==> src/hw/rtl/rocf_pkg.sv <==
// Shared types and codes of the rectangle canvas rasterizer.
// No dependencies; used by every RTL module of the block.
package rocf_pkg;

  // Fixed-point compare width; covers every legal MAX_SIDE and FRAC_BITS.
  localparam int CMP_W = 28;

  localparam logic [1:0] REQ_CLEAR = 2'd0;
  localparam logic [1:0] REQ_DRAW  = 2'd1;
  localparam logic [1:0] REQ_READ  = 2'd2;

  localparam logic [1:0] ST_DONE   = 2'd0;
  localparam logic [1:0] ST_REJECT = 2'd1;
  localparam logic [1:0] ST_RANGE  = 2'd2;

  localparam logic [1:0] REG_WIDTH  = 2'd0;
  localparam logic [1:0] REG_HEIGHT = 2'd1;
  localparam logic [1:0] REG_BG     = 2'd2;

  typedef enum logic [1:0] {
    CMD_CLEAR,
    CMD_DRAW,
    CMD_READ,
    CMD_REPORT
  } cmd_op_t;

  typedef enum logic [1:0] {
    BK_IDLE,
    BK_SWEEP,
    BK_RDWAIT,
    BK_DONE
  } bk_state_t;

  typedef struct packed {
    cmd_op_t                  op;
    logic                     filled;
    logic [7:0]               ch;
    logic [1:0]               status;
    logic [7:0]               read_row;
    logic [7:0]               read_col;
    logic signed [CMP_W-1:0]  xl;
    logic signed [CMP_W-1:0]  xr;
    logic signed [CMP_W-1:0]  xl1;
    logic signed [CMP_W-1:0]  xr1;
    logic signed [CMP_W-1:0]  yl;
    logic signed [CMP_W-1:0]  yr;
    logic signed [CMP_W-1:0]  yl1;
    logic signed [CMP_W-1:0]  yr1;
  } cmd_t;

endpackage

==> src/hw/rtl/rocf_queue.sv <==
// Two-entry command queue between the front end and the back end.
// Depends on rocf_pkg for the command type.
module rocf_queue import rocf_pkg::*; (
  input  logic clk,
  input  logic rst_n,
  input  logic push,
  input  cmd_t push_data,
  output logic full,
  input  logic pop,
  output logic empty,
  output cmd_t head
);

  cmd_t       ent_r [2];
  logic       wp_r;
  logic       wp_nxt;
  logic       rp_r;
  logic       rp_nxt;
  logic [1:0] cnt_r;
  logic [1:0] cnt_nxt;

  assign full  = (cnt_r == 2'd2);
  assign empty = (cnt_r == 2'd0);
  assign head  = ent_r[rp_r];

  always_comb begin
    wp_nxt  = push ? !wp_r : wp_r;
    rp_nxt  = pop ? !rp_r : rp_r;
    cnt_nxt = cnt_r + 2'(push) - 2'(pop);
  end

  always_ff @(posedge clk) begin
    if (!rst_n) begin
      wp_r  <= 1'b0;
      rp_r  <= 1'b0;
      cnt_r <= 2'd0;
    end else begin
      wp_r  <= wp_nxt;
      rp_r  <= rp_nxt;
      cnt_r <= cnt_nxt;
    end
  end

  always_ff @(posedge clk) begin
    if (push) begin
      ent_r[wp_r] <= push_data;
    end
  end

endmodule

==> config.mk <==
export PLATFORM = sky130hd
export DESIGN_NAME = rocf_queue
export DESIGN_NICKNAME = d
export VERILOG_FILES = /design/src/hw/rtl/rocf_pkg.sv /design/src/hw/rtl/rocf_queue.sv
export SDC_FILE = /design/constraint.sdc
export NUM_CORES = 1
export LEC_CHECK = 0
export BUFFER_PORTS_ARGS = -buffer_cell sky130_fd_sc_hd__buf_2
export CORE_ASPECT_RATIO = 0.8
export CORE_UTILIZATION = 52
export CTS_CLUSTER_SIZE = 16
export DETAILED_ROUTE_END_ITERATION = 7
export PLACE_DENSITY = 0.79
export SYNTH_ARGS = -nofsm -noshare
export SYNTH_HDL_FRONTEND = slang
export SYNTH_SLANG_ARGS = --single-unit
==> constraint.sdc <==
create_clock -name clk -period 17.2 [get_ports clk]
set_clock_uncertainty 0.05 [all_clocks]
set_input_delay 2.58 -clock clk [delete_from_list [all_inputs] [get_ports clk]]
set_output_delay 2.58 -clock clk [all_outputs]
set_load 0.02 [all_outputs]
==> reports/results.tsv <==
metric	value	unit
rows	62	
place_hpwl	27200	um
yosysWarnings	0	
grt_overflow_total	0	
slew_headroom	0.250	
p_leak	9.24	nW
dieArea	37600	um^2
cts_tree	built	
synth-simple-area-share	0.00281	
pre_cts_slack	11690	ps
grt_max_degree	141	
tightest_slew	1120	ps
regToRegEndpoint	ent_r[1][168]$_DFFE_PP_	
drive_gt1_frac	0.608	
rsz0062_at_grt	no	
post-route-util	0.657	
synth-seq-cells	511	
min_path_cells	2	
clk_pin_slew	60	ps
r2r_cells	3	
finalWirelength	39600	um
initial_core_util	0.531	
synthMuxAreaShare	0.182	
via_per_inst	5.12	
ctsResizeCount	0	
syn_area	19200	um^2
cts_hold_buf	0	
worstPathMaxFanout	59	
clockBufferDepth	3	
antenna_found_initial	14	
critPathKind	flip-flop to primary output	
syn_avg_cell_area	23.7	um^2
end_kind	primary output	
postRouteAntennaNets	0	
post-route-drc-count	0	
start_kind	flip-flop	
numCtsBuffers	48	
reg2reg_slack	13990	ps
grt_use_total	0.205	
syn_nets	1067	
clkSinkCount	511	
cpPeakStageDelay	980	ps
drt_iter0_drc	629	
core-area	36100	um^2
fin_crit	5740	ps
firstDrtPassIters	4	
synth_top_family_by_area	multiplexers	
hold_path_class	flip-flop to flip-flop	
portBuffers	511	
fillers	2404	
grt_pass1_vias	9847	
r2r_start	wp_r$_SDFFE_PN0P_	
synthCells	808	
final_hold_viol_count	0	
gp_congestion	0.791	
multi_input_area	3610	um^2
ys_seq_area_frac	0.798	
area.growth.synth_to_final	23.7	%
clk_latency	540	ps
die_h	174	um
routedWlPerCell	21.1	um
synth_xor_area_frac	0.00163	
irDropWorstVdd	0.116	mV
cp_data_required_time	14570	ps
critPathArrivalTime	3110	ps
min_from	rp_r$_SDFFE_PN0P_	
fin_tns_setup	0	ps
max_freq	174	MHz
drv_slew	0	
grt_pass1_wl	57500	um
power_density	120	nW/um^2
setup_slack	11460	ps
layout.nets	1609	
min_period_over_period	0.334	
worstHoldEndpoint	rp_r$_SDFFE_PN0P_	
cts_root_buf	clkbuf_16	
crit_chain	buf_4, mux2_4, buf_2	
max_cap_violations	0	
seq_area	15300	um^2
setup_viol	0	
status	completed	
synth_compound_area_frac	0.000392	
synth.distinct_cells	14	
cts_max_level	2	
synth_fa_ha_area_frac	0.00131	
post_cts_buffers	0	
io_pins	512	
dieWidth	217	um
vias	9603	
crit_slowest_cell	dfxtp_4	
==> where the power goes <==
part	total [W]	internal [W]	switching, W
sequential	0.00146	0.00144	0.0000218
clock	0.00102	0.000594	0.000427
combinational	0.000358	0.000157	0.000202
total	0.00284	0.00219	0.000651
==> worst max path at each step <==
stage                   start                       to  slack (ps)  depth (start not counted)
floorplan                push        wp_r$_SDFFE_PN0P_        2700                          2
global placement         push  ent_r[1][146]$_DFFE_PP_       11710                          4
detailed placement       push  ent_r[1][146]$_DFFE_PP_       11690                          4
CTS                 flip-flop                head[252]       11400                          3
global route        flip-flop                head[252]       11310                          3
finish              flip-flop                head[227]       11460                          3
==> sequential cells by signal, indices dropped and copies added, names as in the netlist, named ones only <==
signal,count
cnt_r,2
rp_r,1
ent_r,506
wp_r,1
==> logic make-up (layout without fill, tap and decap cells) <==
group | after synthesis | in the layout
flops | 511 | 511
other cells | 0 | 9
simple gates | 9 | 9
fa+ha+maj | 2 | 2
compound gates | 1 | 1
mux | 253 | 253
xor+xnor | 2 | 2
buf+inv | 30 | 607
==> layer usage <==
layer  wire length [um]  vias to the layer above  GRT usage
li1                   -                     4336          -
met1              14700                     4750      0.241
met2              20100                      424      0.347
met3               3650                       85     0.0693
met4               1180                        8     0.0801
met5                 44                        -          0
==> through the flow <==
stage               hold slack [ps]  instances  power (W)  instance area, um^2
global route                    615       1870    0.00293                23700
detailed placement              543       1780    0.00185                22200
global placement                509       1780    0.00184                22200
floorplan                       505        808    0.00174                19200
finish                          572       1874    0.00284                23700
CTS                             567       1865    0.00287                23700
==> cells in the mapped netlist <==
cell | n | area [um^2]
inv_1 | 2 | 7.51
mux2_2 | 83 | 935
buf_2 | 8 | 40.0
mux2_4 | 170 | 2550
nor2b_1 | 4 | 25.0
ha_1 | 2 | 25.0
and2_1 | 4 | 25.0
buf_6 | 20 | 225
o21a_1 | 1 | 7.51
dfxtp_1 | 5 | 100
xnor3_1 | 1 | 22.5
nor2_1 | 1 | 3.75
xor2_1 | 1 | 8.76
edfxtp_1 | 506 | 15200
==> placed cells by master (no fill, tap or decap), types with 2 or more instances in the layout <==
cell / instances
and2_1: 3
buf_2: 511
buf_4: 8
bufinv_16: 5
clkbuf_1: 6
clkbuf_16: 49
clkinv_1: 13
clkinv_2: 6
clkinv_4: 2
clkinvlp_4: 4
dfxtp_1: 4
diode_2: 9
edfxtp_1: 506
ha_1: 2
inv_1: 2
mux2_2: 83
mux2_4: 170
nor2b_1: 3
==> layout make-up <==
cell class,instances,area share
Sequential cell,511,0.645
Multi-Input combinational cell,267,0.152
Timing Repair Buffer,520,0.111
Clock buffer,55,0.0527
Tap cell,480,0.0253
Clock inverter,30,0.0117
Antenna cell,9,0.000950
Inverter,2,0.000317
==> critical path: cells and delay by family (launching register included) <==
family	cells	cell delay (ps)
buf+inv	2	1100
flops	1	980
mux	1	380
(Power assumes the default switching activity.)
