`src/hw/rtl/rocf_pkg.sv`:
```
// Shared types and codes of the rectangle canvas rasterizer.
// No dependencies; used by every RTL module of the block.
package rocf_pkg;

  // Fixed-point compare width; covers every legal MAX_SIDE and FRAC_BITS.
  localparam int CMP_W = 28;

  localparam logic [1:0] REQ_CLEAR = 2'd0;
  localparam logic [1:0] REQ_DRAW  = 2'd1;
  localparam logic [1:0] REQ_READ  = 2'd2;

  localparam logic [1:0] ST_DONE   = 2'd0;
  localparam logic [1:0] ST_REJECT = 2'd1;
  localparam logic [1:0] ST_RANGE  = 2'd2;

  localparam logic [1:0] REG_WIDTH  = 2'd0;
  localparam logic [1:0] REG_HEIGHT = 2'd1;
  localparam logic [1:0] REG_BG     = 2'd2;

  typedef enum logic [1:0] {
    CMD_CLEAR,
    CMD_DRAW,
    CMD_READ,
    CMD_REPORT
  } cmd_op_t;

  typedef enum logic [1:0] {
    BK_IDLE,
    BK_SWEEP,
    BK_RDWAIT,
    BK_DONE
  } bk_state_t;

  typedef struct packed {
    cmd_op_t                  op;
    logic                     filled;
    logic [7:0]               ch;
    logic [1:0]               status;
    logic [7:0]               read_row;
    logic [7:0]               read_col;
    logic signed [CMP_W-1:0]  xl;
    logic signed [CMP_W-1:0]  xr;
    logic signed [CMP_W-1:0]  xl1;
    logic signed [CMP_W-1:0]  xr1;
    logic signed [CMP_W-1:0]  yl;
    logic signed [CMP_W-1:0]  yr;
    logic signed [CMP_W-1:0]  yl1;
    logic signed [CMP_W-1:0]  yr1;
  } cmd_t;

endpackage

```
`src/hw/rtl/rocf_front.sv`:
```
// Front end: accepts input transactions and turns each into a command.
// Depends on rocf_pkg.
module rocf_front import rocf_pkg::*; #(
  parameter int MAX_SIDE  = 256,
  parameter int FRAC_BITS = 8,
  parameter int SW        = $clog2(MAX_SIDE + 1)
) (
  input  logic          in_tvalid,
  output logic          in_tready,
  // rect_left, rect_top, rect_width, rect_height, filled, paint_char,
  // read_row, read_col (from bit 0 up)
  input  logic [103:0]  in_tdata,
  // req_type
  input  logic [1:0]    in_tuser,
  input  logic [SW-1:0] cw_lim,
  input  logic [SW-1:0] ch_lim,
  input  logic          q_full,
  output logic          q_push,
  output cmd_t          q_data
);

  logic signed [19:0]      rect_left;
  logic signed [19:0]      rect_top;
  logic [18:0]             rect_width;
  logic [18:0]             rect_height;
  logic [7:0]              read_row;
  logic [7:0]              read_col;
  logic signed [CMP_W-1:0] x;
  logic signed [CMP_W-1:0] y;
  logic signed [CMP_W-1:0] w;
  logic signed [CMP_W-1:0] h;
  logic signed [CMP_W-1:0] one;

  assign rect_left   = in_tdata[19:0];
  assign rect_top    = in_tdata[39:20];
  assign rect_width  = in_tdata[58:40];
  assign rect_height = in_tdata[77:59];
  assign read_row    = in_tdata[94:87];
  assign read_col    = in_tdata[102:95];

  assign x   = CMP_W'(rect_left);
  assign y   = CMP_W'(rect_top);
  assign w   = signed'(CMP_W'(rect_width));
  assign h   = signed'(CMP_W'(rect_height));
  assign one = signed'({{(CMP_W-1){1'b0}}, 1'b1} << FRAC_BITS);

  assign in_tready = !q_full;
  assign q_push    = in_tvalid && !q_full;

  always_comb begin
    q_data          = '0;
    q_data.filled   = in_tdata[78];
    q_data.ch       = in_tdata[86:79];
    q_data.read_row = read_row;
    q_data.read_col = read_col;
    q_data.xl       = x;
    q_data.xr       = x + w;
    q_data.xl1      = x + one;
    q_data.xr1      = x + w - one;
    q_data.yl       = y;
    q_data.yr       = y + h;
    q_data.yl1      = y + one;
    q_data.yr1      = y + h - one;
    q_data.status   = ST_DONE;
    case (in_tuser)
      REQ_CLEAR: begin
        q_data.op = CMD_CLEAR;
      end
      REQ_DRAW: begin
        if (rect_width == '0 || rect_height == '0) begin
          q_data.op     = CMD_REPORT;
          q_data.status = ST_REJECT;
        end else begin
          q_data.op = CMD_DRAW;
        end
      end
      REQ_READ: begin
        if (32'(read_row) >= 32'(ch_lim) || 32'(read_col) >= 32'(cw_lim)) begin
          q_data.op     = CMD_REPORT;
          q_data.status = ST_RANGE;
        end else begin
          q_data.op = CMD_READ;
        end
      end
      default: begin
        q_data.op = CMD_REPORT;
      end
    endcase
  end

endmodule

```
`config.mk`:
```
export PLATFORM = sky130hd
export DESIGN_NAME = rocf_front
export DESIGN_NICKNAME = d
export VERILOG_FILES = /design/src/hw/rtl/rocf_pkg.sv /design/src/hw/rtl/rocf_front.sv
export SDC_FILE = /design/constraint.sdc
export NUM_CORES = 1
export LEC_CHECK = 0
export BUFFER_PORTS_ARGS = -buffer_cell sky130_fd_sc_hd__buf_2
export CAP_MARGIN = 25
export CORE_AREA = 10 10 141 143
export DETAILED_ROUTE_END_ITERATION = 10
export DIE_AREA = 0 0 151 153
export RECOVER_POWER = 25
export SLEW_MARGIN = 20
export SYNTH_ARGS = -nofsm -noshare
export SYNTH_HDL_FRONTEND = slang
export SYNTH_SLANG_ARGS = --single-unit
```
`constraint.sdc`:
```
create_clock -name vclk -period 5.4
set_input_delay 0.54 -clock vclk [all_inputs]
set_output_delay 0.54 -clock vclk [all_outputs]
set_load 0.005 [all_outputs]
```
==> flow_summary.json, run 1 <==
{
  "path_buf_inv": 2,
  "crit_path_start_kind": "input pin",
  "yosys_warnings": 0,
  "core.rowCount": 48,
  "pwr-share-seq": 0,
  "synth.cell_area_mm2": 0.00452,
  "tns_ps": 0,
  "internal_power_mw": 0.332,
  "finish.cell_count_without_fillers": 1061,
  "final_antenna_net_count": 0,
  "post_cts_hold_buffer_count": 0,
  "worst-endpoint-required_ps": 4860,
  "die_y_um": 153,
  "drt_drc_violations_left": 0,
  "detail_route.first_pass.iterations": 4,
  "vdd_drop_max_uv": 77.8,
  "syn2layout_area_growth_pct": 18.8,
  "leakage_nw": 2.87,
  "first_global_vias": 5272,
  "maxCapViolations": 0,
  "grt_max_degree": 14,
  "number_of_antenna_violations_at_the_first_check_in_global_routing": 0,
  "detailroute.via_count": 4996,
  "finalNetCount": 1027,
  "critPathMaxStageDelay_ps": 690,
  "hpwlAfterDp_mm": 16.8,
  "via_density": 4.71,
  "grt_overflow": 0,
  "final-setup-viol-count": 0,
  "place.detailed.instances": 1061,
  "cts_resized": 0,
  "worst_ep_arrival_time_ps": 4130,
  "post-cts-setup-buffers": 0,
  "nClkBuffers": 0,
  "core_area_mm2": 0.0171,
  "sw_frac_of_total": 0.556,
  "worst_hold_path_cell_count": 0,
  "mappedNetlistNets": 823,
  "rsz0062_at_grt": "no",
  "hp-start": "in_tdata[80]",
  "hp-class": "input pin to output port",
  "place_congestion": 0.879,
  "outcome": "completed",
  "timing.slew.headroom": 0.494,
  "crit_path_end_kind": "output port",
  "drive_above_1_share": 0.394,
  "worst_pin_slew_ps": 753,
  "share_of_power_burned_in_the_clock_network": 0,
  "floorplan.initialDensity": 0.265,
  "critical_path_class": "input pin to output port",
  "grtUsageTotal": 0.141,
  "synth.lib_cells_used.distinct": 60,
  "timing.critical_path.max_delay_family": "compound AO/OA/AOI/OAI gates",
  "final.period_utilization": 0.864,
  "layout_min_cycle_time_ps": 4670,
  "grt_first_pass_wirelength_mm": 27.3,
  "final-hold-violation-count": 0,
  "slew_viol_final": 0,
  "design.die.area_mm2": 0.0231,
  "fmax_mhz": 214,
  "design.seq.count": 0,
  "critical_path.slowest_cell": "sky130_fd_sc_hd__o31ai_1",
  "power.net_switching_mw": 0.416,
  "power-per-cell-area_mw_per_mm2": 139,
  "finalWirelength_mm": 18.3,
  "insertedDiodeCount": 0,
  "power.total_mw": 0.748,
  "fillerInstances": 1909,
  "synth.yosys.seq_area_share": 0,
  "layout.area.seq_um2": 0,
  "num_io_pins": 381,
  "synth_area_per_cell_um2": 7.13,
  "cp_cell_sequence": "buf_2 -> ha_1 -> a21oi_1 -> o21ai_0 -> a31oi_1 -> a21oi_1 -> a211oi_1 -> xnor2_1 -> or4_1 -> o31ai_1 -> buf_2",
  "post_synth_inst_count": 634,
  "die-width_um": 151,
  "port-buffer-count": 362,
  "timing.critical_path.fanout_max": 7,
  "drt_first_iter_violations": 102,
  "pwr-share-comb": 1.000,
  "hold_ep": "q_data[243]",
  "detail_route.wl_per_cell_um": 17.3
}
[metrics by stage]
stage / util / worst slack (ps) / area, um2 / hold slack (ps)
final: 0.315 / 734 / 5370 / 1080
after CTS: 0.319 / 674 / 5430 / 1080
after detailed placement: 0.319 / 681 / 5430 / 1080
after global placement: 0.319 / 767 / 5430 / 1080
after global routing: 0.315 / 349 / 5370 / 1080
after floorplan: - / 1160 / 4520 / 1110
[power by group through the flow]
stage                     clock [mW]  combinational [mW]  sequential [mW]
final                              0               0.748                0
after CTS                          0               0.765                0
after floorplan                    0               0.496                0
after global routing               0               0.836                0
after detailed placement           0               0.760                0
after global placement             0               0.761                0
[how the worst max path moves through the flow]
stage	startpoint	endpoint	slack, ps	depth (start not counted)
detailed placement	in_tdata[0]	q_data[134]	680	13
finish	in_tdata[10]	q_data[134]	730	11
global placement	in_tdata[20]	q_data[22]	770	13
floorplan	in_tdata[0]	q_data[134]	1160	12
global route	in_tdata[20]	q_data[23]	350	13
CTS	in_tdata[0]	q_data[134]	670	13
[layout by cell type (no fill, tap or decap), types with 2 or more instances in the layout]
cell type / instances
sky130_fd_sc_hd__o21a_1: 11
sky130_fd_sc_hd__a21o_1: 17
sky130_fd_sc_hd__inv_1: 42
sky130_fd_sc_hd__a211oi_1: 11
sky130_fd_sc_hd__o21ai_0: 28
sky130_fd_sc_hd__o21bai_1: 3
sky130_fd_sc_hd__nand3b_1: 5
sky130_fd_sc_hd__xor2_1: 27
sky130_fd_sc_hd__o22ai_1: 2
sky130_fd_sc_hd__and2_1: 3
sky130_fd_sc_hd__buf_4: 3
sky130_fd_sc_hd__or2_2: 4
sky130_fd_sc_hd__nand3_1: 20
sky130_fd_sc_hd__xnor2_1: 42
sky130_fd_sc_hd__nor4_1: 12
sky130_fd_sc_hd__o31ai_1: 3
sky130_fd_sc_hd__clkbuf_1: 52
sky130_fd_sc_hd__nand2b_1: 7
sky130_fd_sc_hd__nor3_1: 8
sky130_fd_sc_hd__nand2_1: 37
sky130_fd_sc_hd__buf_2: 309
sky130_fd_sc_hd__fa_1: 2
sky130_fd_sc_hd__nand4_1: 9
sky130_fd_sc_hd__nor3b_1: 2
sky130_fd_sc_hd__nor2_1: 36
sky130_fd_sc_hd__a2111oi_0: 2
sky130_fd_sc_hd__and4_1: 3
sky130_fd_sc_hd__a21oi_1: 35
sky130_fd_sc_hd__a31oi_1: 6
sky130_fd_sc_hd__nor2b_1: 2
sky130_fd_sc_hd__and3_1: 6
sky130_fd_sc_hd__ha_1: 61
[area by class of cell]
cell class | instances | area (um2) | share of cell area
inverter | 42 | 158 | 0.0294
timing repair buffer | 365 | 1770 | 0.330
multi-input combinational | 429 | 3160 | 0.589
tap | 225 | 282 | 0.0524
[metal layers]
layer,part of all wire,global-route usage,vias up
li1,-,-,2475
met1,0.37,0.142,2235
met5,0,0,-
met3,0.093,0.0328,21
met2,0.51,0.281,265
met4,0.024,0.0321,0
[Yosys cell counts, types with 2 or more instances]
cell | count | share of area
sky130_fd_sc_hd__and2_1 | 3 | 0.0042
sky130_fd_sc_hd__nand2b_1 | 7 | 0.0097
sky130_fd_sc_hd__nand2_1 | 37 | 0.031
sky130_fd_sc_hd__o22ai_1 | 2 | 0.0028
sky130_fd_sc_hd__or2_2 | 4 | 0.0055
sky130_fd_sc_hd__o21ai_0 | 28 | 0.031
sky130_fd_sc_hd__nand3b_1 | 5 | 0.0083
sky130_fd_sc_hd__ha_1 | 61 | 0.17
sky130_fd_sc_hd__xnor2_1 | 42 | 0.081
sky130_fd_sc_hd__buf_4 | 153 | 0.25
sky130_fd_sc_hd__nor3_1 | 8 | 0.0089
sky130_fd_sc_hd__a211oi_1 | 11 | 0.018
sky130_fd_sc_hd__fa_1 | 2 | 0.0089
sky130_fd_sc_hd__nand3_1 | 20 | 0.022
sky130_fd_sc_hd__clkbuf_2 | 2 | 0.0022
sky130_fd_sc_hd__and3_1 | 6 | 0.0083
sky130_fd_sc_hd__o21a_1 | 11 | 0.018
sky130_fd_sc_hd__o21bai_1 | 3 | 0.0050
sky130_fd_sc_hd__nor4_1 | 12 | 0.017
sky130_fd_sc_hd__xor2_1 | 27 | 0.052
sky130_fd_sc_hd__a2111oi_0 | 2 | 0.0039
sky130_fd_sc_hd__nand4_1 | 9 | 0.012
sky130_fd_sc_hd__clkbuf_1 | 5 | 0.0042
sky130_fd_sc_hd__o31ai_1 | 3 | 0.0050
sky130_fd_sc_hd__a21oi_1 | 35 | 0.039
sky130_fd_sc_hd__nor3b_1 | 2 | 0.0033
sky130_fd_sc_hd__inv_1 | 42 | 0.035
sky130_fd_sc_hd__and4_1 | 3 | 0.0058
sky130_fd_sc_hd__nor2b_1 | 2 | 0.0028
sky130_fd_sc_hd__a31oi_1 | 6 | 0.0083
sky130_fd_sc_hd__a21o_1 | 17 | 0.028
sky130_fd_sc_hd__nor2_1 | 36 | 0.030
[cell families (layout without fill, tap and decap cells)]
kind of cell             after synthesis  after routing  synth area share
adder cells (fa/ha/maj)               63             63             0.178
AND/OR/NAND/NOR                      163            163             0.188
buffers and inverters                205            407             0.301
XOR/XNOR                              70             70             0.137
AO/OA/AOI/OAI                        133            133             0.196
(Power assumes the default switching activity.)
==> run 2, diff against run 1 <==
--- a/config.mk
+++ b/config.mk
@@ -7,9 +7,9 @@
 export LEC_CHECK = 0
 export BUFFER_PORTS_ARGS = -buffer_cell sky130_fd_sc_hd__buf_2
 export CAP_MARGIN = 25
-export CORE_AREA = 10 10 141 143
+export CORE_AREA = 10 10 140 142
 export DETAILED_ROUTE_END_ITERATION = 10
-export DIE_AREA = 0 0 151 153
+export DIE_AREA = 0 0 150 152
 export RECOVER_POWER = 25
 export SLEW_MARGIN = 20
 export SYNTH_ARGS = -nofsm -noshare
==> constraint.sdc (replaced) <==
create_clock -name vclk -period 5.61
set_input_delay 0.561 -clock vclk [all_inputs]
set_output_delay 0.561 -clock vclk [all_outputs]
set_load 0.005 [all_outputs]
==> run 2 against run 1 <==
Net effect:
- non-clock buffer count is 2 lower
- sequential cell count unchanged
- via count is 0.58% lower
- first-iteration DRC count is 5.9% higher
- die area shrank 1.3%
- combinational power shrank 4.4%
- hold slack improved by 42 ps
- clock-buffer cell count is the same
- critical path type unchanged
- sequential share of layout area is the same
- critical endpoint is now q_data[139]
- final area decreased by 0.28%
- cell count decreased by 0.19%
==> flow_summary.json, run 2 (same netlist as run 1, synthesis figures left out) <==
{
  "routing_usage_on_met2": 0.269,
  "port-buffer-count": 362,
  "crit_path_start_kind": "input pin",
  "design.die.area_mm2": 0.0228,
  "internal_power_mw": 0.317,
  "slew_viol_final": 0,
  "design.seq.count": 0,
  "cts_resized": 0,
  "layout.area.seq_um2": 0,
  "maxCapViolations": 0,
  "via_density": 4.69,
  "hp-class": "input pin to output port",
  "drive_above_1_share": 0.392,
  "finalWirelength_mm": 18.2,
  "grt_max_degree": 14,
  "timing.slew.headroom": 0.512,
  "fillerInstances": 1913,
  "insertedDiodeCount": 0,
  "worst-endpoint-required_ps": 5050,
  "detail_route.wl_per_cell_um": 17.2,
  "power.net_switching_mw": 0.398,
  "grtUsageTotal": 0.140,
  "final.period_utilization": 0.833,
  "final_design_area_excluding_fillers_mm2": 0.00535,
  "critical_path_class": "input pin to output port",
  "vdd_drop_max_uv": 87.6,
  "floorplan.initialDensity": 0.267,
  "leakage_nw": 2.86,
  "crit_path_end_kind": "output port",
  "hpwlAfterDp_mm": 16.5,
  "number_of_antenna_violations_at_the_first_check_in_global_routing": 0,
  "syn2layout_area_growth_pct": 18.4,
  "place_congestion": 0.904,
  "pwr-share-comb": 1.000,
  "drt_drc_violations_left": 0,
  "core_area_mm2": 0.0169,
  "fmax_mhz": 214,
  "die-width_um": 150,
  "drt_first_iter_violations": 108,
  "worst_pin_slew_ps": 726,
  "power-per-cell-area_mw_per_mm2": 133,
  "grt.met1_usage": 0.145,
  "die_y_um": 152,
  "grt.busiest_layer": "met2",
  "post-cts-setup-buffers": 0,
  "sw_frac_of_total": 0.557,
  "worst_hold_path_cell_count": 0,
  "hp-start": "in_tdata[81]",
  "post_cts_hold_buffer_count": 0,
  "grt.met3_usage": 0.0371,
  "layout.cells.most_common": "sky130_fd_sc_hd__buf_2",
  "finalNetCount": 1025,
  "final_cell_mix": "309 x sky130_fd_sc_hd__buf_2, 61 x sky130_fd_sc_hd__ha_1, 52 x sky130_fd_sc_hd__clkbuf_1",
  "pwr-share-seq": 0,
  "core.rowCount": 48,
  "layout_min_cycle_time_ps": 4680,
  "timing.critical_path.fanout_max": 7,
  "final-hold-violation-count": 0,
  "detail_route.first_pass.iterations": 4,
  "nClkBuffers": 0,
  "share_of_power_burned_in_the_clock_network": 0,
  "worst_ep_arrival_time_ps": 4110,
  "final_antenna_net_count": 0,
  "detailroute.via_count": 4967,
  "hold_ep": "q_data[244]",
  "rsz0062_at_grt": "no",
  "num_io_pins": 381,
  "grt_overflow": 0,
  "grt_first_pass_wirelength_mm": 26.7,
  "first_global_vias": 5082,
  "outcome": "completed",
  "placedInstanceArea_mm2": 0.00542,
  "final-setup-viol-count": 0,
  "tns_ps": 0
}
[run 2: cell type report]
cell class	count	area [um2]	area share
Multi-Input combinational cell	429	3160	0.590
Timing Repair Buffer	363	1750	0.328
Tap cell	225	282	0.0526
Inverter	42	158	0.0294
[run 2: critical path, stage by stage]
cell and delay (ps):
sky130_fd_sc_hd__buf_2 150, sky130_fd_sc_hd__ha_1 410, sky130_fd_sc_hd__a21oi_1 270, sky130_fd_sc_hd__o21ai_0 140, sky130_fd_sc_hd__a31oi_1 230, sky130_fd_sc_hd__a21oi_1 130, sky130_fd_sc_hd__a211oi_1 390, sky130_fd_sc_hd__xnor2_1 260
sky130_fd_sc_hd__or4_1 650, sky130_fd_sc_hd__o31ai_1 670, sky130_fd_sc_hd__buf_2 240
[run 2: worst max path at each step]
stage	start	to	slack, ps	cells after the start
global route	in_tdata[20]	q_data[22]	460	13
floorplan	in_tdata[0]	q_data[134]	1330	12
detailed placement	in_tdata[20]	q_data[25]	940	13
CTS	in_tdata[20]	q_data[25]	930	13
finish	in_tdata[10]	q_data[139]	930	11
global placement	in_tdata[0]	q_data[134]	990	13
[run 2: stage by stage]
| stage | setup slack, ps | hold slack, ps | power (mW) | util | std cells |
|---|---|---|---|---|---|
| 2_1_floorplan | 1330 | 1150 | 0.477 | - | 634 |
| 3_3_place_gp | 985 | 1120 | 0.724 | 0.320 | 1059 |
| 3_5_place_dp | 941 | 1120 | 0.724 | 0.320 | 1059 |
| 4_1_cts | 931 | 1120 | 0.729 | 0.320 | 1059 |
| 5_1_grt | 463 | 1120 | 0.794 | 0.316 | 1059 |
| 6_report | 934 | 1120 | 0.714 | 0.316 | 1059 |
[run 2: power groups by stage]
stage	clock network [mW]	registers [mW]	logic, mW
floorplan	0	0	0.477
CTS	0	0	0.729
finish	0	0	0.715
global route	0	0	0.794
global placement	0	0	0.724
detailed placement	0	0	0.724
[run 2: per-layer routing]
metal	wire, um	up-vias
met2	9080	278
met4	421	0
li1	-	2461
met3	1850	24
met1	6870	2204
met5	0	-
==> run 3, diff against run 2 <==
==> constraint.sdc (replaced) <==
create_clock -name vclk -period 3.89
set_input_delay 0.389 -clock vclk [all_inputs]
set_output_delay 0.389 -clock vclk [all_outputs]
set_load 0.005 [all_outputs]
==> run 3 against run 2 <==
Net effect:
- power up 54%
- die area unchanged
- setup slack worse by 800 ps
- utilization up 1.6 points
- global-route usage up 0.080 points
- cell count up 2.6%
- critical path depth up 4
- clock-buffer cell count unchanged
- highest routed layer unchanged
==> flow_summary.json, run 3 (same netlist as run 1, synthesis figures left out) <==
{
  "die-width_um": 150,
  "fmax_mhz": 266,
  "slew_viol_final": 0,
  "leakage_nw": 3.02,
  "drt_drc_violations_left": 0,
  "fillerInstances": 1891,
  "final.period_utilization": 0.965,
  "post_cts_hold_buffer_count": 0,
  "design.die.area_mm2": 0.0228,
  "hpwlAfterDp_mm": 16.4,
  "nClkBuffers": 0,
  "power.total_mw": 1.10,
  "floorplan.initialDensity": 0.267,
  "placedInstanceArea_mm2": 0.00560,
  "num_io_pins": 381,
  "final_antenna_net_count": 0,
  "first_global_vias": 5299,
  "place.detailed.instances": 1083,
  "core.rowCount": 48,
  "finalWirelength_mm": 18.1,
  "tns_ps": 0,
  "die_y_um": 152,
  "place_congestion": 0.859,
  "number_of_antenna_violations_at_the_first_check_in_global_routing": 1,
  "crit_path_start_kind": "input pin",
  "layout.cells.most_common": "sky130_fd_sc_hd__buf_2",
  "maxCapViolations": 0,
  "worst-endpoint-required_ps": 3500,
  "timing.slew.headroom": 0.633,
  "grt.met1_usage": 0.144,
  "hp-class": "input pin to output port",
  "grtUsageTotal": 0.141,
  "crit_path_end_kind": "output port",
  "routing_usage_on_met2": 0.277,
  "grt_max_degree": 14,
  "grt_first_pass_wirelength_mm": 27.0,
  "grt.met3_usage": 0.0392,
  "worst_ep_arrival_time_ps": 3360,
  "final_cell_mix": "311 x sky130_fd_sc_hd__buf_2, 61 x sky130_fd_sc_hd__ha_1, 51 x sky130_fd_sc_hd__clkbuf_1",
  "finish.cell_count_without_fillers": 1087,
  "drive_above_1_share": 0.426,
  "detail_route.first_pass.iterations": 4,
  "drt_first_iter_violations": 96,
  "grt_overflow": 0,
  "final-setup-viol-count": 0,
  "multiInputGateArea_mm2": 0.00323,
  "via_density": 4.67,
  "timing.critical_path.fanout_max": 7,
  "layout_min_cycle_time_ps": 3750,
  "syn2layout_area_growth_pct": 24.6,
  "critical_path_class": "input pin to output port",
  "grt.busiest_layer": "met2",
  "detail_route.wl_per_cell_um": 16.6,
  "detailroute.via_count": 5077,
  "worst_pin_slew_ps": 546,
  "outcome": "completed",
  "finalNetCount": 1052,
  "layout.area.seq_um2": 0,
  "final-hold-violation-count": 0,
  "power-per-cell-area_mw_per_mm2": 196,
  "port-buffer-count": 362,
  "core_area_mm2": 0.0169,
  "design.seq.count": 0,
  "vdd_drop_max_uv": 135,
  "final_design_area_excluding_fillers_mm2": 0.00563
}
==> run 3: area by class of cell <==
cell class | count | area share
Tap cell | 225 | 0.0500
Inverter | 42 | 0.0280
Timing Repair Buffer | 390 | 0.348
Antenna cell | 1 | 0.000444
Multi-Input combinational cell | 429 | 0.574
==> run 3: final timing paths <==
path,from,to,cells past startpoint
setup / recovery,in_tdata[0],q_data[133],15
hold / removal,in_tdata[82],q_data[245],0
==> run 3: routing by layer <==
layer	vias to the layer above	part of all wire	wire length (um)
met5	-	0	0
met1	2284	0.37	6700
met2	260	0.51	9240
met4	0	0.016	286
li1	2517	-	-
met3	16	0.10	1830
==> run 3: power by group <==
part / switching, mW / internal, mW
combinational: 0.589 / 0.514
clock: 0 / 0.0000000344
sequential: 0 / 0
total: 0.589 / 0.514
==> run 3: through the flow <==
step | hold slack [ps] | util | setup slack [ps]
after floorplan | 805 | - | 149
after global placement | 778 | 0.331 | 38.6
after detailed placement | 778 | 0.331 | 12.9
after CTS | 778 | 0.331 | 4.53
after global routing | 778 | 0.332 | -8.45
final | 778 | 0.333 | 137
==> run 3: repair_timing <==
action | in CTS | in global routing
pin swaps | 1 | 6
endpoints found under the setup margin | 2 | 19
resized for setup | 1 | 15
buffers inserted | 1 | 2
==> run 3: worst max-delay path: stages <==
cell and delay [ps]:
sky130_fd_sc_hd__buf_2 110, sky130_fd_sc_hd__ha_1 210, sky130_fd_sc_hd__inv_2 70, sky130_fd_sc_hd__fa_2 230, sky130_fd_sc_hd__nor2b_4 50, sky130_fd_sc_hd__o31a_4 290
sky130_fd_sc_hd__o311ai_4 350, sky130_fd_sc_hd__buf_4 200, sky130_fd_sc_hd__o211ai_4 110, sky130_fd_sc_hd__a31oi_4 210, sky130_fd_sc_hd__xnor2_2 90, sky130_fd_sc_hd__or4_4 560
sky130_fd_sc_hd__o31ai_2 220, sky130_fd_sc_hd__buf_4 160, sky130_fd_sc_hd__buf_2 110
